[config.mk]
export PLATFORM = sky130hd
export DESIGN_NAME = centroid_track_associator_unit
export DESIGN_NICKNAME = d
export VERILOG_FILES = /design/src/rtl/core/ctau_pkg.sv /design/src/rtl/core/ctau_track_mem.sv /design/src/rtl/core/ctau_dist_unit.sv /design/src/rtl/core/ctau_ctrl.sv /design/src/rtl/core/centroid_track_associator_unit.sv
export SDC_FILE = /design/constraint.sdc
export NUM_CORES = 2
export LEC_CHECK = 0
export BUFFER_PORTS_ARGS = -buffer_cell sky130_fd_sc_hd__buf_2
export CORE_MARGIN = 2
export CORE_UTILIZATION = 25
export DETAILED_ROUTE_END_ITERATION = 12
export PLACE_DENSITY = 0.51
export SLEW_MARGIN = 10
export SYNTH_ARGS = -nofsm -noshare
export SYNTH_HDL_FRONTEND = slang
export SYNTH_SLANG_ARGS = --single-unit
[constraint.sdc]
create_clock -name clk_i -period 5.5 [get_ports clk_i]
set_clock_uncertainty 0.1 [all_clocks]
set_input_delay 0.275 -clock clk_i [delete_from_list [all_inputs] [get_ports clk_i]]
set_output_delay 0.275 -clock clk_i [all_outputs]
set_load 0.02 [all_outputs]
[src/rtl/core/ctau_pkg.sv]
package ctau_pkg;

  localparam int MAX_TRACKS = 32;
  localparam int COORD_BITS = 12;
  localparam int TOL_W      = 12;
  localparam int ID_W       = 32;
  localparam int EV_W       = 3;
  localparam int OP_W       = 2;

  localparam int IDX_W  = (MAX_TRACKS > 1) ? $clog2(MAX_TRACKS) : 1;
  localparam int SQ_W   = 2 * COORD_BITS;
  localparam int D2_W   = SQ_W + 1;
  localparam int TOL2_W = 2 * TOL_W;
  localparam int CMP_W  = (D2_W > TOL2_W) ? D2_W : TOL2_W;

  localparam logic [TOL_W-1:0] TOL_RESET = TOL_W'(20);

  localparam int IN_TDATA_W  = ((2 * COORD_BITS + 7) / 8) * 8;
  localparam int OUT_TDATA_W = ((ID_W + 2 * COORD_BITS + 7) / 8) * 8;

  typedef logic [COORD_BITS-1:0] coord_t;
  typedef logic [IDX_W-1:0]      idx_t;
  typedef logic [ID_W-1:0]       id_t;
  typedef logic [TOL2_W-1:0]     tol2_t;

  typedef enum logic [OP_W-1:0] {
    OP_FRAME_START = 2'd0,
    OP_DETECT      = 2'd1,
    OP_FRAME_END   = 2'd2
  } op_e;

  typedef enum logic [EV_W-1:0] {
    EV_FRAME_START = 3'd0,
    EV_MOVED       = 3'd1,
    EV_RECOGNISED  = 3'd2,
    EV_LOST        = 3'd3,
    EV_FRAME_END   = 3'd4,
    EV_TABLE_FULL  = 3'd5
  } event_e;

  typedef enum logic [3:0] {
    S_IDLE,
    S_FS,
    S_DET_SCAN,
    S_DET_DRAIN,
    S_DET_RD,
    S_DET_EMIT,
    S_FE_CHK,
    S_FE_EMIT,
    S_FE_END
  } ctrl_state_e;

  // One table entry as it sits in the track memory.
  typedef struct packed {
    id_t    ident;
    coord_t y;
    coord_t x;
  } track_word_t;

  // Slot read issued to the distance unit.
  typedef struct packed {
    logic valid;
    logic slot_valid;
    idx_t idx;
  } issue_t;

  typedef struct packed {
    logic valid;
    logic hit;
    idx_t idx;
  } dist_res_t;

  typedef struct packed {
    logic   valid;
    event_e ev;
    id_t    ident;
    coord_t x;
    coord_t y;
    logic   last;
  } result_t;

endpackage

[src/rtl/core/ctau_track_mem.sv]
module ctau_track_mem
  import ctau_pkg::*;
(
  input  logic        clk_i,
  input  logic        we_i,
  input  idx_t        waddr_i,
  input  track_word_t wdata_i,
  input  idx_t        raddr_i,
  output track_word_t rdata_o
);

  track_word_t mem_q [MAX_TRACKS];
  track_word_t rdata_q;

  always_ff @(posedge clk_i) begin
    if (we_i) begin
      mem_q[waddr_i] <= wdata_i;
    end
  end

  always_ff @(posedge clk_i) begin
    rdata_q <= mem_q[raddr_i];
  end

  assign rdata_o = rdata_q;

endmodule

[src/rtl/core/ctau_dist_unit.sv]
module ctau_dist_unit
  import ctau_pkg::*;
(
  input  logic      clk_i,
  input  logic      rst_ni,
  input  logic      in_valid_i,
  input  idx_t      in_idx_i,
  input  coord_t    trk_x_i,
  input  coord_t    trk_y_i,
  input  coord_t    det_x_i,
  input  coord_t    det_y_i,
  input  tol2_t     tol2_i,
  output dist_res_t res_o,
  output logic      busy_o
);

  // Stage 1: absolute differences.
  logic   s1_valid_q;
  idx_t   s1_idx_q;
  coord_t s1_dx_q, s1_dy_q;
  // Stage 2: squares.
  logic   s2_valid_q;
  idx_t   s2_idx_q;
  logic [SQ_W-1:0] s2_sqx_q, s2_sqy_q;
  // Stage 3: compare result.
  logic   s3_valid_q, s3_hit_q;
  idx_t   s3_idx_q;

  coord_t          dx_d, dy_d;
  logic [D2_W-1:0] d2;

  always_comb begin
    dx_d = (trk_x_i >= det_x_i) ? (trk_x_i - det_x_i) : (det_x_i - trk_x_i);
    dy_d = (trk_y_i >= det_y_i) ? (trk_y_i - det_y_i) : (det_y_i - trk_y_i);
    d2   = D2_W'(s2_sqx_q) + D2_W'(s2_sqy_q);
  end

  always_ff @(posedge clk_i or negedge rst_ni) begin
    if (!rst_ni) begin
      s1_valid_q <= 1'b0;
      s2_valid_q <= 1'b0;
      s3_valid_q <= 1'b0;
    end else begin
      s1_valid_q <= in_valid_i;
      s2_valid_q <= s1_valid_q;
      s3_valid_q <= s2_valid_q;
    end
  end

  always_ff @(posedge clk_i) begin
    s1_idx_q <= in_idx_i;
    s1_dx_q  <= dx_d;
    s1_dy_q  <= dy_d;
    s2_idx_q <= s1_idx_q;
    s2_sqx_q <= SQ_W'(s1_dx_q) * SQ_W'(s1_dx_q);
    s2_sqy_q <= SQ_W'(s1_dy_q) * SQ_W'(s1_dy_q);
    s3_idx_q <= s2_idx_q;
    s3_hit_q <= CMP_W'(d2) < CMP_W'(tol2_i);
  end

  assign res_o.valid = s3_valid_q;
  assign res_o.hit   = s3_hit_q;
  assign res_o.idx   = s3_idx_q;
  assign busy_o      = s1_valid_q | s2_valid_q | s3_valid_q;

endmodule

[src/rtl/core/ctau_ctrl.sv]
module ctau_ctrl
  import ctau_pkg::*;
(
  input  logic        clk_i,
  input  logic        rst_ni,
  input  logic        in_valid_i,
  output logic        in_ready_o,
  input  logic [OP_W-1:0] op_i,
  input  coord_t      pos_x_i,
  input  coord_t      pos_y_i,
  input  logic        out_free_i,
  output result_t     result_o,
  output idx_t        mem_raddr_o,
  input  track_word_t mem_rdata_i,
  output logic        mem_we_o,
  output idx_t        mem_waddr_o,
  output track_word_t mem_wdata_o,
  output issue_t      issue_o,
  output coord_t      det_x_o,
  output coord_t      det_y_o,
  input  dist_res_t   dist_res_i,
  input  logic        dist_busy_i
);

  localparam idx_t LAST_IDX = IDX_W'(MAX_TRACKS - 1);

  ctrl_state_e state_q, state_d;
  idx_t   scan_q, scan_d, sel_q, sel_d;
  idx_t   hit_idx_q, hit_idx_d, free_idx_q, free_idx_d;
  logic   hit_found_q, hit_found_d, free_found_q, free_found_d;
  coord_t px_q, px_d, py_q, py_d;
  issue_t iss_q, iss_d;
  id_t    id_cnt_q, id_cnt_d, id_next;
  logic [MAX_TRACKS-1:0] slot_valid_q, slot_valid_d, slot_seen_q, slot_seen_d;

  always_ff @(posedge clk_i or negedge rst_ni) begin
    if (!rst_ni) begin
      state_q      <= S_IDLE;
      hit_found_q  <= 1'b0;
      free_found_q <= 1'b0;
      iss_q        <= '0;
      id_cnt_q     <= '0;
      slot_valid_q <= '0;
      slot_seen_q  <= '0;
    end else begin
      state_q      <= state_d;
      hit_found_q  <= hit_found_d;
      free_found_q <= free_found_d;
      iss_q        <= iss_d;
      id_cnt_q     <= id_cnt_d;
      slot_valid_q <= slot_valid_d;
      slot_seen_q  <= slot_seen_d;
    end
  end

  always_ff @(posedge clk_i) begin
    scan_q     <= scan_d;
    sel_q      <= sel_d;
    hit_idx_q  <= hit_idx_d;
    free_idx_q <= free_idx_d;
    px_q       <= px_d;
    py_q       <= py_d;
  end

  assign id_next = id_cnt_q + ID_W'(1);

  always_comb begin
    state_d      = state_q;
    scan_d       = scan_q;
    sel_d        = sel_q;
    hit_idx_d    = hit_idx_q;
    hit_found_d  = hit_found_q;
    free_idx_d   = free_idx_q;
    free_found_d = free_found_q;
    px_d         = px_q;
    py_d         = py_q;
    id_cnt_d     = id_cnt_q;
    slot_valid_d = slot_valid_q;
    slot_seen_d  = slot_seen_q;
    iss_d        = '0;
    in_ready_o   = 1'b0;
    result_o     = '0;
    mem_we_o     = 1'b0;
    mem_waddr_o  = sel_q;
    mem_wdata_o  = '0;
    mem_raddr_o  = (state_q == S_DET_SCAN) ? scan_q : sel_q;

    // Record the first slot that matches, in slot order.
    if (dist_res_i.valid && dist_res_i.hit && !hit_found_q) begin
      hit_found_d = 1'b1;
      hit_idx_d   = dist_res_i.idx;
    end

    unique case (state_q)
      S_IDLE: begin
        in_ready_o = 1'b1;
        if (in_valid_i) begin
          case (op_i)
            OP_FRAME_START: state_d = S_FS;
            OP_DETECT: begin
              px_d         = pos_x_i;
              py_d         = pos_y_i;
              scan_d       = '0;
              hit_found_d  = 1'b0;
              free_found_d = 1'b0;
              state_d      = S_DET_SCAN;
            end
            OP_FRAME_END: begin
              sel_d   = LAST_IDX;
              state_d = S_FE_CHK;
            end
            default: state_d = S_IDLE;
          endcase
        end
      end
      S_FS: begin
        if (out_free_i) begin
          result_o.valid = 1'b1;
          result_o.ev    = EV_FRAME_START;
          result_o.last  = 1'b1;
          slot_seen_d    = '0;
          state_d        = S_IDLE;
        end
      end
      S_DET_SCAN: begin
        iss_d.valid      = 1'b1;
        iss_d.slot_valid = slot_valid_q[scan_q];
        iss_d.idx        = scan_q;
        if (!slot_valid_q[scan_q] && !free_found_q) begin
          free_found_d = 1'b1;
          free_idx_d   = scan_q;
        end
        if (scan_q == LAST_IDX) begin
          state_d = S_DET_DRAIN;
        end else begin
          scan_d = scan_q + IDX_W'(1);
        end
      end
      S_DET_DRAIN: begin
        if (!iss_q.valid && !dist_busy_i) begin
          sel_d   = hit_found_q ? hit_idx_q : free_idx_q;
          state_d = S_DET_RD;
        end
      end
      S_DET_RD: state_d = S_DET_EMIT;
      S_DET_EMIT: begin
        if (out_free_i) begin
          result_o.valid = 1'b1;
          result_o.last  = 1'b1;
          result_o.x     = px_q;
          result_o.y     = py_q;
          if (hit_found_q) begin
            result_o.ev          = EV_MOVED;
            result_o.ident       = mem_rdata_i.ident;
            mem_we_o             = 1'b1;
            mem_wdata_o          = '{ident: mem_rdata_i.ident, y: py_q, x: px_q};
            slot_seen_d[sel_q]   = 1'b1;
          end else if (free_found_q) begin
            result_o.ev          = EV_RECOGNISED;
            result_o.ident       = id_next;
            mem_we_o             = 1'b1;
            mem_wdata_o          = '{ident: id_next, y: py_q, x: px_q};
            slot_seen_d[sel_q]   = 1'b1;
            slot_valid_d[sel_q]  = 1'b1;
            id_cnt_d             = id_next;
          end else begin
            result_o.ev          = EV_TABLE_FULL;
          end
          state_d = S_IDLE;
        end
      end
      S_FE_CHK: begin
        if (slot_valid_q[sel_q] && !slot_seen_q[sel_q]) begin
          state_d = S_FE_EMIT;
        end else if (sel_q == '0) begin
          state_d = S_FE_END;
        end else begin
          sel_d = sel_q - IDX_W'(1);
        end
      end
      S_FE_EMIT: begin
        if (out_free_i) begin
          result_o.valid      = 1'b1;
          result_o.ev         = EV_LOST;
          result_o.ident      = mem_rdata_i.ident;
          result_o.x          = mem_rdata_i.x;
          result_o.y          = mem_rdata_i.y;
          slot_valid_d[sel_q] = 1'b0;
          if (sel_q == '0) begin
            state_d = S_FE_END;
          end else begin
            sel_d   = sel_q - IDX_W'(1);
            state_d = S_FE_CHK;
          end
        end
      end
      S_FE_END: begin
        if (out_free_i) begin
          result_o.valid = 1'b1;
          result_o.ev    = EV_FRAME_END;
          result_o.last  = 1'b1;
          state_d        = S_IDLE;
        end
      end
      default: state_d = S_IDLE;
    endcase
  end

  assign issue_o = iss_q;
  assign det_x_o = px_q;
  assign det_y_o = py_q;

  a_hit_on_valid_slot: assert property (@(posedge clk_i) disable iff (!rst_ni)
    (dist_res_i.valid && dist_res_i.hit) |-> slot_valid_q[dist_res_i.idx])
    else $error("distance hit reported for an empty slot");

  a_lost_is_unseen: assert property (@(posedge clk_i) disable iff (!rst_ni)
    (state_q == S_FE_EMIT) |-> (slot_valid_q[sel_q] && !slot_seen_q[sel_q]))
    else $error("lost report for a slot that is empty or seen");

  a_seen_implies_valid: assert property (@(posedge clk_i) disable iff (!rst_ni)
    (slot_seen_q & ~slot_valid_q) == '0)
    else $error("seen mark set on an empty slot");

  a_id_step: assert property (@(posedge clk_i) disable iff (!rst_ni)
    (id_cnt_q != $past(id_cnt_q)) |-> ($past(state_q) == S_DET_EMIT))
    else $error("track identifier advanced outside a new-track report");

endmodule

[src/rtl/core/centroid_track_associator_unit.sv]
// Channel     Direction  Transaction contents
// s_axis      in         tuser: op; tdata: pos_x, pos_y
// m_axis      out        tuser: event_res; tdata: track_id, out_x, out_y; tlast: last
// cfg         in         tolerance write, no read-back
//
// Frame start: accepted while idle, then the report as soon as the output register is free.
// Detection: one slot read per cycle streams through the shared distance unit (3 stages),
// then a drain until the unit is empty, a table read of the chosen slot and the report; the
// input is ready again once the sequencer is back in idle.
// Frame end: a lost report per occupied, unseen slot, highest first, then the end marker.
// Reset clears all valid and seen marks at once; the table contents need no clearing.
// s_axis_tready is high only while idle; output stalls hold the sequencer in place.
module centroid_track_associator_unit
  import ctau_pkg::*;
(
  input  logic                   clk_i,
  input  logic                   rst_ni,
  // Config: tolerance
  input  logic                   cfg_we_i,
  input  logic [TOL_W-1:0]       cfg_wdata_i,
  // Input stream
  input  logic                   s_axis_tvalid,
  output logic                   s_axis_tready,
  input  logic [IN_TDATA_W-1:0]  s_axis_tdata,   // [11:0] pos_x, [23:12] pos_y
  input  logic [OP_W-1:0]        s_axis_tuser,   // [1:0] op
  // Result stream
  output logic                   m_axis_tvalid,
  input  logic                   m_axis_tready,
  output logic [OUT_TDATA_W-1:0] m_axis_tdata,   // [31:0] track_id, [43:32] out_x,
                                                 // [55:44] out_y
  output logic [EV_W-1:0]        m_axis_tuser,   // [2:0] event_res
  output logic                   m_axis_tlast
);

  // Squared tolerance, kept ready for the distance compare.
  tol2_t tol2_q;

  always_ff @(posedge clk_i or negedge rst_ni) begin
    if (!rst_ni) begin
      tol2_q <= TOL2_W'(TOL_RESET) * TOL2_W'(TOL_RESET);
    end else if (cfg_we_i) begin
      tol2_q <= TOL2_W'(cfg_wdata_i) * TOL2_W'(cfg_wdata_i);
    end
  end

  // Output register: a report waits here while the sequencer moves on.
  logic    out_valid_q;
  result_t out_q;
  result_t result;
  logic    out_free;

  assign out_free = !out_valid_q || m_axis_tready;

  always_ff @(posedge clk_i or negedge rst_ni) begin
    if (!rst_ni) begin
      out_valid_q <= 1'b0;
    end else if (result.valid) begin
      out_valid_q <= 1'b1;
    end else if (m_axis_tready) begin
      out_valid_q <= 1'b0;
    end
  end

  always_ff @(posedge clk_i) begin
    if (result.valid) begin
      out_q <= result;
    end
  end

  assign m_axis_tvalid = out_valid_q;
  assign m_axis_tdata  = OUT_TDATA_W'({out_q.y, out_q.x, out_q.ident});
  assign m_axis_tuser  = out_q.ev;
  assign m_axis_tlast  = out_q.last;

  // Track table, sequencer and the shared distance unit.
  idx_t        mem_raddr, mem_waddr;
  track_word_t mem_rdata, mem_wdata;
  logic        mem_we;
  issue_t      issue;
  coord_t      det_x, det_y;
  dist_res_t   dist_res;
  logic        dist_busy;

  ctau_ctrl u_ctrl (
    .clk_i       (clk_i),
    .rst_ni      (rst_ni),
    .in_valid_i  (s_axis_tvalid),
    .in_ready_o  (s_axis_tready),
    .op_i        (s_axis_tuser),
    .pos_x_i     (s_axis_tdata[COORD_BITS-1:0]),
    .pos_y_i     (s_axis_tdata[2*COORD_BITS-1:COORD_BITS]),
    .out_free_i  (out_free),
    .result_o    (result),
    .mem_raddr_o (mem_raddr),
    .mem_rdata_i (mem_rdata),
    .mem_we_o    (mem_we),
    .mem_waddr_o (mem_waddr),
    .mem_wdata_o (mem_wdata),
    .issue_o     (issue),
    .det_x_o     (det_x),
    .det_y_o     (det_y),
    .dist_res_i  (dist_res),
    .dist_busy_i (dist_busy)
  );

  ctau_track_mem u_mem (
    .clk_i   (clk_i),
    .we_i    (mem_we),
    .waddr_i (mem_waddr),
    .wdata_i (mem_wdata),
    .raddr_i (mem_raddr),
    .rdata_o (mem_rdata)
  );

  // Only occupied slots are sent into the compare.
  ctau_dist_unit u_dist (
    .clk_i      (clk_i),
    .rst_ni     (rst_ni),
    .in_valid_i (issue.valid && issue.slot_valid),
    .in_idx_i   (issue.idx),
    .trk_x_i    (mem_rdata.x),
    .trk_y_i    (mem_rdata.y),
    .det_x_i    (det_x),
    .det_y_i    (det_y),
    .tol2_i     (tol2_q),
    .res_o      (dist_res),
    .busy_o     (dist_busy)
  );

endmodule
## Word-level counts from Yosys, hierarchy flattened

Memories as Yosys holds them, arrays and structs flattened. A register that Yosys moved wholly into a read port is not among the register bits.
Index checks and enable logic that the tools add are counted.

| word-level totals | value |
|---|---|
| bits of input ports | 43 |
| RAM bits | 1,792 |
| bits in registers | 329 |
| memories kept | 1 |

Memories:

| name | words | bits a word | rd ports | clocked after Yosys merged registers in | write ports | RTL line | source |
|---|---|---|---|---|---|---|---|
| u_mem.mem_q | 32 | 56 | 1 | 1 | 1 | ctau_track_mem.sv:12 | `track_word_t mem_q [MAX_TRACKS];` |

| cells by class | value |
|---|---|
| magnitude comparators | 6 |
| multipliers | 3 |
| add/subtract/negate cells | 8 |
| muxes and demuxes | 76 |
| bitwise operators | 7 |
| equal/unequal tests | 27 |
| reduce and logical (&&, ||, !) cells | 34 |

Operators with widths:

| cell | count |
|---|---|
| 32-bit 2-to-1 mux | 9 |
| 56-bit 2-to-1 mux | 4 |
| 32-bit one-hot mux with 2 select lines | 2 |
| 56-bit one-hot mux with 2 select lines | 1 |
| 12-bit by 12-bit multiplier with 24-bit output | 3 |
| 32-bit OR | 2 |
| 61-bit 2-to-1 mux | 1 |
| 60-bit 2-to-1 mux | 1 |
| 5-bit 2-to-1 mux | 11 |
| 12-bit subtractor | 4 |
| 4-bit 2-to-1 mux | 10 |
| 35-bit 2-to-1 mux | 1 |
| 32-bit by 1-bit adder with 32-bit output, second input constant | 1 |
| 32-bit AND | 1 |
| 32-bit NOT | 1 |
| 4-bit one-hot mux with 7 select lines | 1 |
| 24-bit by 24-bit adder with 25-bit output | 1 |
| 25-bit by 24-bit < comparator with 1-bit output | 1 |
| 12-bit greater-or-equal comparator | 2 |
| 12-bit 2-to-1 mux | 2 |
| 2-bit inequality test, second input constant | 11 |
| 1-bit 2-to-1 mux | 21 |
| 5-bit one-hot mux with 4 select lines | 1 |
| 4-bit by 3-bit equality test with 1-bit output, second input constant | 4 |
| other kinds (37) | 65 |

## Depth between registers and ports, before layout

| logic depth | value |
|---|---|
| depth after elaboration | 9 |
| gate-level depth with buffers | 23 |
| mapped depth without buffers | 22 |

## Hierarchy

From an unflattened synthesis, not the netlist that was laid out.

| second synthesis, totals | value |
|---|---|
| cell total of the unflattened synthesis | 6,903 |
| area total of the unflattened synthesis | 99,730.6 um^2 |

By module, submodules not included:

| module | instances | area each (um^2) | cells each | sequential area each (um^2) |
|---|---|---|---|---|
| ctau_track_mem | 1 | 70,794.1 | 3,917 | 54,932.7 |
| ctau_dist_unit | 1 | 13,244.0 | 1,507 | 1,796.7 |
| ctau_ctrl | 1 | 8,784.7 | 866 | 4,048.9 |
| centroid_track_associator_unit | 1 | 6,907.9 | 613 | 2,406.1 |

## Worst setup path before layout

OpenSTA, ideal clock, no wires.

| timing path | value |
|---|---|
| path type | register to register |
| start point | register out_valid_q (netlist: m_axis_tvalid) |
| end point | memory u_mem.mem_q[0][0] (netlist bit), enable pin |
| period minus slack after synthesis | 5,828 ps |
| cell stages (with the launch flop) | 7 |
| setup slack | -328 ps |
| data arrival time | 5,189 ps |
| path buffers | 2 |
| setup time | 539 ps |
| path through | dfrtp_1 -> nor2b_1 -> clkbuf_1 -> nor2_1 -> nand2_1 -> clkbuf_1 -> nor3_1 |

| between the ends | value |
|---|---|
| word-level cells in the longest chain between the ends | 6 |

RTL lines:

| item | RTL line | source |
|---|---|---|
| start: declaration | centroid_track_associator_unit.sv:47 | `logic out_valid_q;` |
| start signal: assignment | centroid_track_associator_unit.sv:56 | `out_valid_q <= 1'b0;` |
| start signal: assignment | centroid_track_associator_unit.sv:58 | `out_valid_q <= 1'b1;` |
| start signal: assignment | centroid_track_associator_unit.sv:60 | `out_valid_q <= 1'b0;` |
| 1-bit logical NOT | centroid_track_associator_unit.sv:52 | `assign out_free = !out_valid_q \|\| m_axis_tready;` |
| 1-bit logical OR | centroid_track_associator_unit.sv:52 |  |
| 1-bit 2-to-1 mux | ctau_ctrl.sv:147 | `if (out_free_i) begin` |
| 1-bit 2-to-1 mux | ctau_ctrl.sv:94 | `unique case (state_q)` |
| 1-bit 2-to-1 mux | ctau_track_mem.sv:16 | `if (we_i) begin` |
| 1-bit 2-to-1 mux (not written as such) | ctau_track_mem.sv:17 | `mem_q[waddr_i] <= wdata_i;` |
| end: declaration | ctau_track_mem.sv:12 |  |

Every way passes these cells.

## Worst setup path after layout

| timing path | value |
|---|---|
| start point | input port cfg_wdata_i[0] |
| end point | register tol2_q[21] |

| between the ends | value |
|---|---|
| word-level cells in the longest chain between the ends | 1 |

RTL lines:

| item | RTL line | source |
|---|---|---|
| start: declaration | centroid_track_associator_unit.sv:20 | `input logic [TOL_W-1:0] cfg_wdata_i,` |
| 12-bit by 12-bit multiplier with 24-bit output | centroid_track_associator_unit.sv:42 | `tol2_q <= TOL2_W'(cfg_wdata_i) * TOL2_W'(cfg_wdata_i);` |
| end signal: assignment | centroid_track_associator_unit.sv:40 | `tol2_q <= TOL2_W'(TOL_RESET) * TOL2_W'(TOL_RESET);` |
| end signal: assignment | centroid_track_associator_unit.sv:42 |  |
| end: declaration | centroid_track_associator_unit.sv:36 | `tol2_t tol2_q;` |

Every way passes these cells.
A chain may end at the register's enable or synchronous reset.

==> impl_metrics.yaml <==
run_status:
  outcome: "finished, final reports clean"
floorplanning:
  num_io_pins: 105
  initial_core_util: 0.251
  chipHeight_microns: 629
  die-area_sq_mm: 0.396
  row_count: 229
  chipWidth_microns: 629
  core_area_sq_mm: 0.389
synth:
  synth_warnings: 0
  yosys.area_share.simple: 0.120
  synth_top_family_by_area: "simple AND/OR/NAND/NOR gates"
  ys.flop_type: "edfxtp_1"
  synth_most_common_cell: "edfxtp_1"
  synth_top_area_cell: "edfxtp_1"
  synth_xor_area_frac: 0.0150
  ys_types: 79
  synthTopCellsByCount: "1896 x edfxtp_1, 1570 x nand2_1, 513 x nand3_1, 477 x inv_1, 271 x ha_1"
  async_flop_share: 0.0626
  synth_seq_cells: 2174
  synthCells: 7622
  synth_fa_ha_area_frac: 0.0835
  synth_edf_count: 1896
  synth_fp_nets: 8174
  avgSynthCellArea_sq_um: 12.8
  synth.top_cell.area_share: 0.583
  synth_seq_area_share: 0.647
  ys_top_cells_by_area: "edfxtp_1 58%, nand2_1 6.0%, fa_1 4.9%"
  synth.area.mux_share: 0.0322
  synth_compound_area_frac: 0.0650
  netlist_area_sq_mm: 0.0976
worst_setup_path:
  reg2reg_slack_ns: 0.24
  worstPathRequired_ns: 6.06
  end_kind: "flop"
  reg2regPathDepth: 21
  crit_top_cell: "fa_1"
  crit_fanout: 4
  r2r_start: "u_dist.s1_dy_q[4]$_DFF_P_"
  path_class: "input pin to flop"
  cp_slowest_cell: "fa_1"
  path_cells: "dlygate4sd3_1 > buf_2 > and2_1 > fa_1 > fa_1 > fa_1 > fa_1 > inv_1 > fa_1 > inv_1 > ha_1 > a211o_1 > a211oi_2 > nor3_1 > or4_1 > o211ai_1 > o21a_1 > xor2_1 > mux2i_1"
  start_kind: "input pin"
  slowest_delay_ns: 0.56
  r2r-end: "u_dist.s2_sqy_q[23]$_DFF_P_"
  arrival_ns: 5.82
hold_path:
  hp-class: "input pin to flop"
  hold_depth: 2
  min_to: "u_ctrl.det_x_o[4]$_DFFE_PP_"
  min_from: "s_axis_tdata[4]"
sta:
  worst_pin_slew_ns: 1.24
  final_hold_viol_count: 0
  fin_crit_sh: 0.956
  fmax_mhz: 190
  period_minus_slack_ns: 5.26
  rsz0062_at_grt: "no"
  setup_viol: 0
  drv_slew: 0
  setup_ws_ns: 0.241
  slew_headroom: 0.170
global_route:
  grt_usage: 0.142
  antenna_found_initial: 10
  first_global_vias: 61300
  grt.overflow.total: 0
  grt_pass1_wl_microns: 424000
  grt_max_degree: 131
route:
  drtPass1Iterations: 5
  vias: 62200
  wl_microns: 291000
  dr.first_iter.drc_count: 6198
  avgViaCountPerCell: 4.68
  drc: 0
  antenna_left: 0
  routedWlPerCell_microns: 21.9
run:
  max_cap_violations: 0
clock_network:
  htreeDepth: 4
  tritoncts: "built"
  cts_buffer_depth: 4
  cts_root_buf: "clkbuf_16"
  cts_sinks: 2174
  numCtsBuffers: 223
  clkTransAtPathRegs_ns: 0.06
  clock_latency_ns: 0.90
final_layout:
  areaGrowthSynthToFinish_pct: 17.3
  fin_nets: 8464
  drive_gt1_frac: 0.114
place:
  gp_congestion: 0.820
  hpwl_microns: 168000
  io_buffer_count: 104
  pre_cts_ws_ns: -0.456
-- how the worst max path moves through the flow --
stage | from | end | slack [ns] | cells past startpoint
3_5_place_dp | cfg_wdata_i[7] | tol2_q[21]$_DFFE_PN0P_ | -0.46 | 21
5_1_grt | u_dist.s1_dy_q[6]$_DFF_P_ | u_dist.s2_sqy_q[23]$_DFF_P_ | 0.02 | 19
2_1_floorplan | cfg_wdata_i[4] | tol2_q[21]$_DFFE_PN0P_ | 0.04 | 21
6_report | cfg_wdata_i[0] | tol2_q[21]$_DFFE_PN0P_ | 0.24 | 19
4_1_cts | u_dist.s1_dx_q[4]$_DFF_P_ | u_dist.s2_sqx_q[22]$_DFF_P_ | 0.01 | 22
3_3_place_gp | cfg_wdata_i[4] | tol2_q[23]$_DFFE_PN0P_ | -0.59 | 22
-- cell usage in the layout (no fill, tap or decap), types with 94 or more instances in the layout --
cell / Yosys / routed
clkbuf_16: 0 / 226
dfrtp_1: 133 / 132
a21oi_1: 97 / 94
nor2_1: 166 / 151
inv_1: 477 / 475
buf_4: 25 / 247
mux2i_1: 244 / 244
xnor2_1: 101 / 101
buf_2: 113 / 103
dfxtp_1: 142 / 136
a32oi_1: 224 / 224
ha_1: 271 / 271
fa_1: 238 / 238
nand2_1: 1570 / 1568
a31oi_1: 267 / 263
nand3_1: 513 / 513
edfxtp_1: 1896 / 1896
and2_1: 135 / 134
o21ai_0: 137 / 132
-- flip-flops by register name, summed over array words and instances (netlist names), 23 cells and up --
| register | cells |
|---|---|
| u_mem.mem_q | 1792 |
| m_axis_tdata | 56 |
| u_mem.rdata_o | 56 |
| u_ctrl.id_cnt_q | 32 |
| u_ctrl.slot_seen_q | 32 |
| u_ctrl.slot_valid_q | 32 |
| tol2_q | 23 |
| u_dist.s2_sqx_q | 23 |
| u_dist.s2_sqy_q | 23 |
-- logic make-up after synthesis --
group                    count (synthesis)
XOR/XNOR                               167
adder cells (fa/ha/maj)                509
buffers and inverters                  905
AO/OA/AOI/OAI                          918
flip-flops                            2174
multiplexers                           280
AND/OR/NAND/NOR                       2669
-- cell type report --
class | count | area [sq um]
Tap cell | 5197 | 6500
Timing Repair Buffer | 492 | 4630
Antenna cell | 4 | 10.0
Multi-Input combinational cell | 4543 | 31400
Inverter | 478 | 1800
Fill cell | 39200 | 274000
Clock buffer | 298 | 6070
Sequential cell | 2174 | 63200
Clock inverter | 107 | 921
-- metrics by stage --
| stage | cells | cell area, sq um | TNS, ns | hold slack [ns] | utilization |
|---|---|---|---|---|---|
| 2_1_floorplan | 7622 | 97600 | 0 | -0.121 | - |
| 3_3_place_gp | 12800 | 107000 | -2.40 | 0.213 | 0.275 |
| 3_5_place_dp | 12800 | 107000 | -1.56 | 0.212 | 0.275 |
| 4_1_cts | 13300 | 114000 | 0 | 0.00754 | 0.294 |
| 5_1_grt | 13300 | 115000 | 0 | 0.0391 | 0.295 |
| 6_report | 13300 | 115000 | 0 | 0.0772 | 0.295 |
-- metal layers --
metal / GRT usage / wire length (microns) / up-vias
met1: 0.197 / 129000 / 31900
met4: 0.0340 / 6420 / 0
met3: 0.0189 / 17300 / 364
li1: - / - / 28000
met2: 0.235 / 138000 / 1978
met5: 0 / 0 / -
-- repair_timing --
action,in CTS,in global routing
buffers inserted,0,1
resized for setup,2,21
pin swaps,1,3
endpoints found under the hold margin,154,0
endpoints found under the setup margin,2,13
hold buffers,56,0
-- worst max-delay path: cells and delay by family --
| kind | cells | cell delay, ns |
|---|---|---|
| buffers and inverters | 4 | 0.76 |
| multiplexers | 1 | 0.09 |
| AND/OR/NAND/NOR | 3 | 0.82 |
| XOR/XNOR | 1 | 0.15 |
| AO/OA/AOI/OAI | 4 | 1.03 |
| adder cells (fa/ha/maj) | 6 | 2.69 |
Power is not shown: default switching activity piles up to over one toggle a cycle in this logic, so the estimate is an artifact.
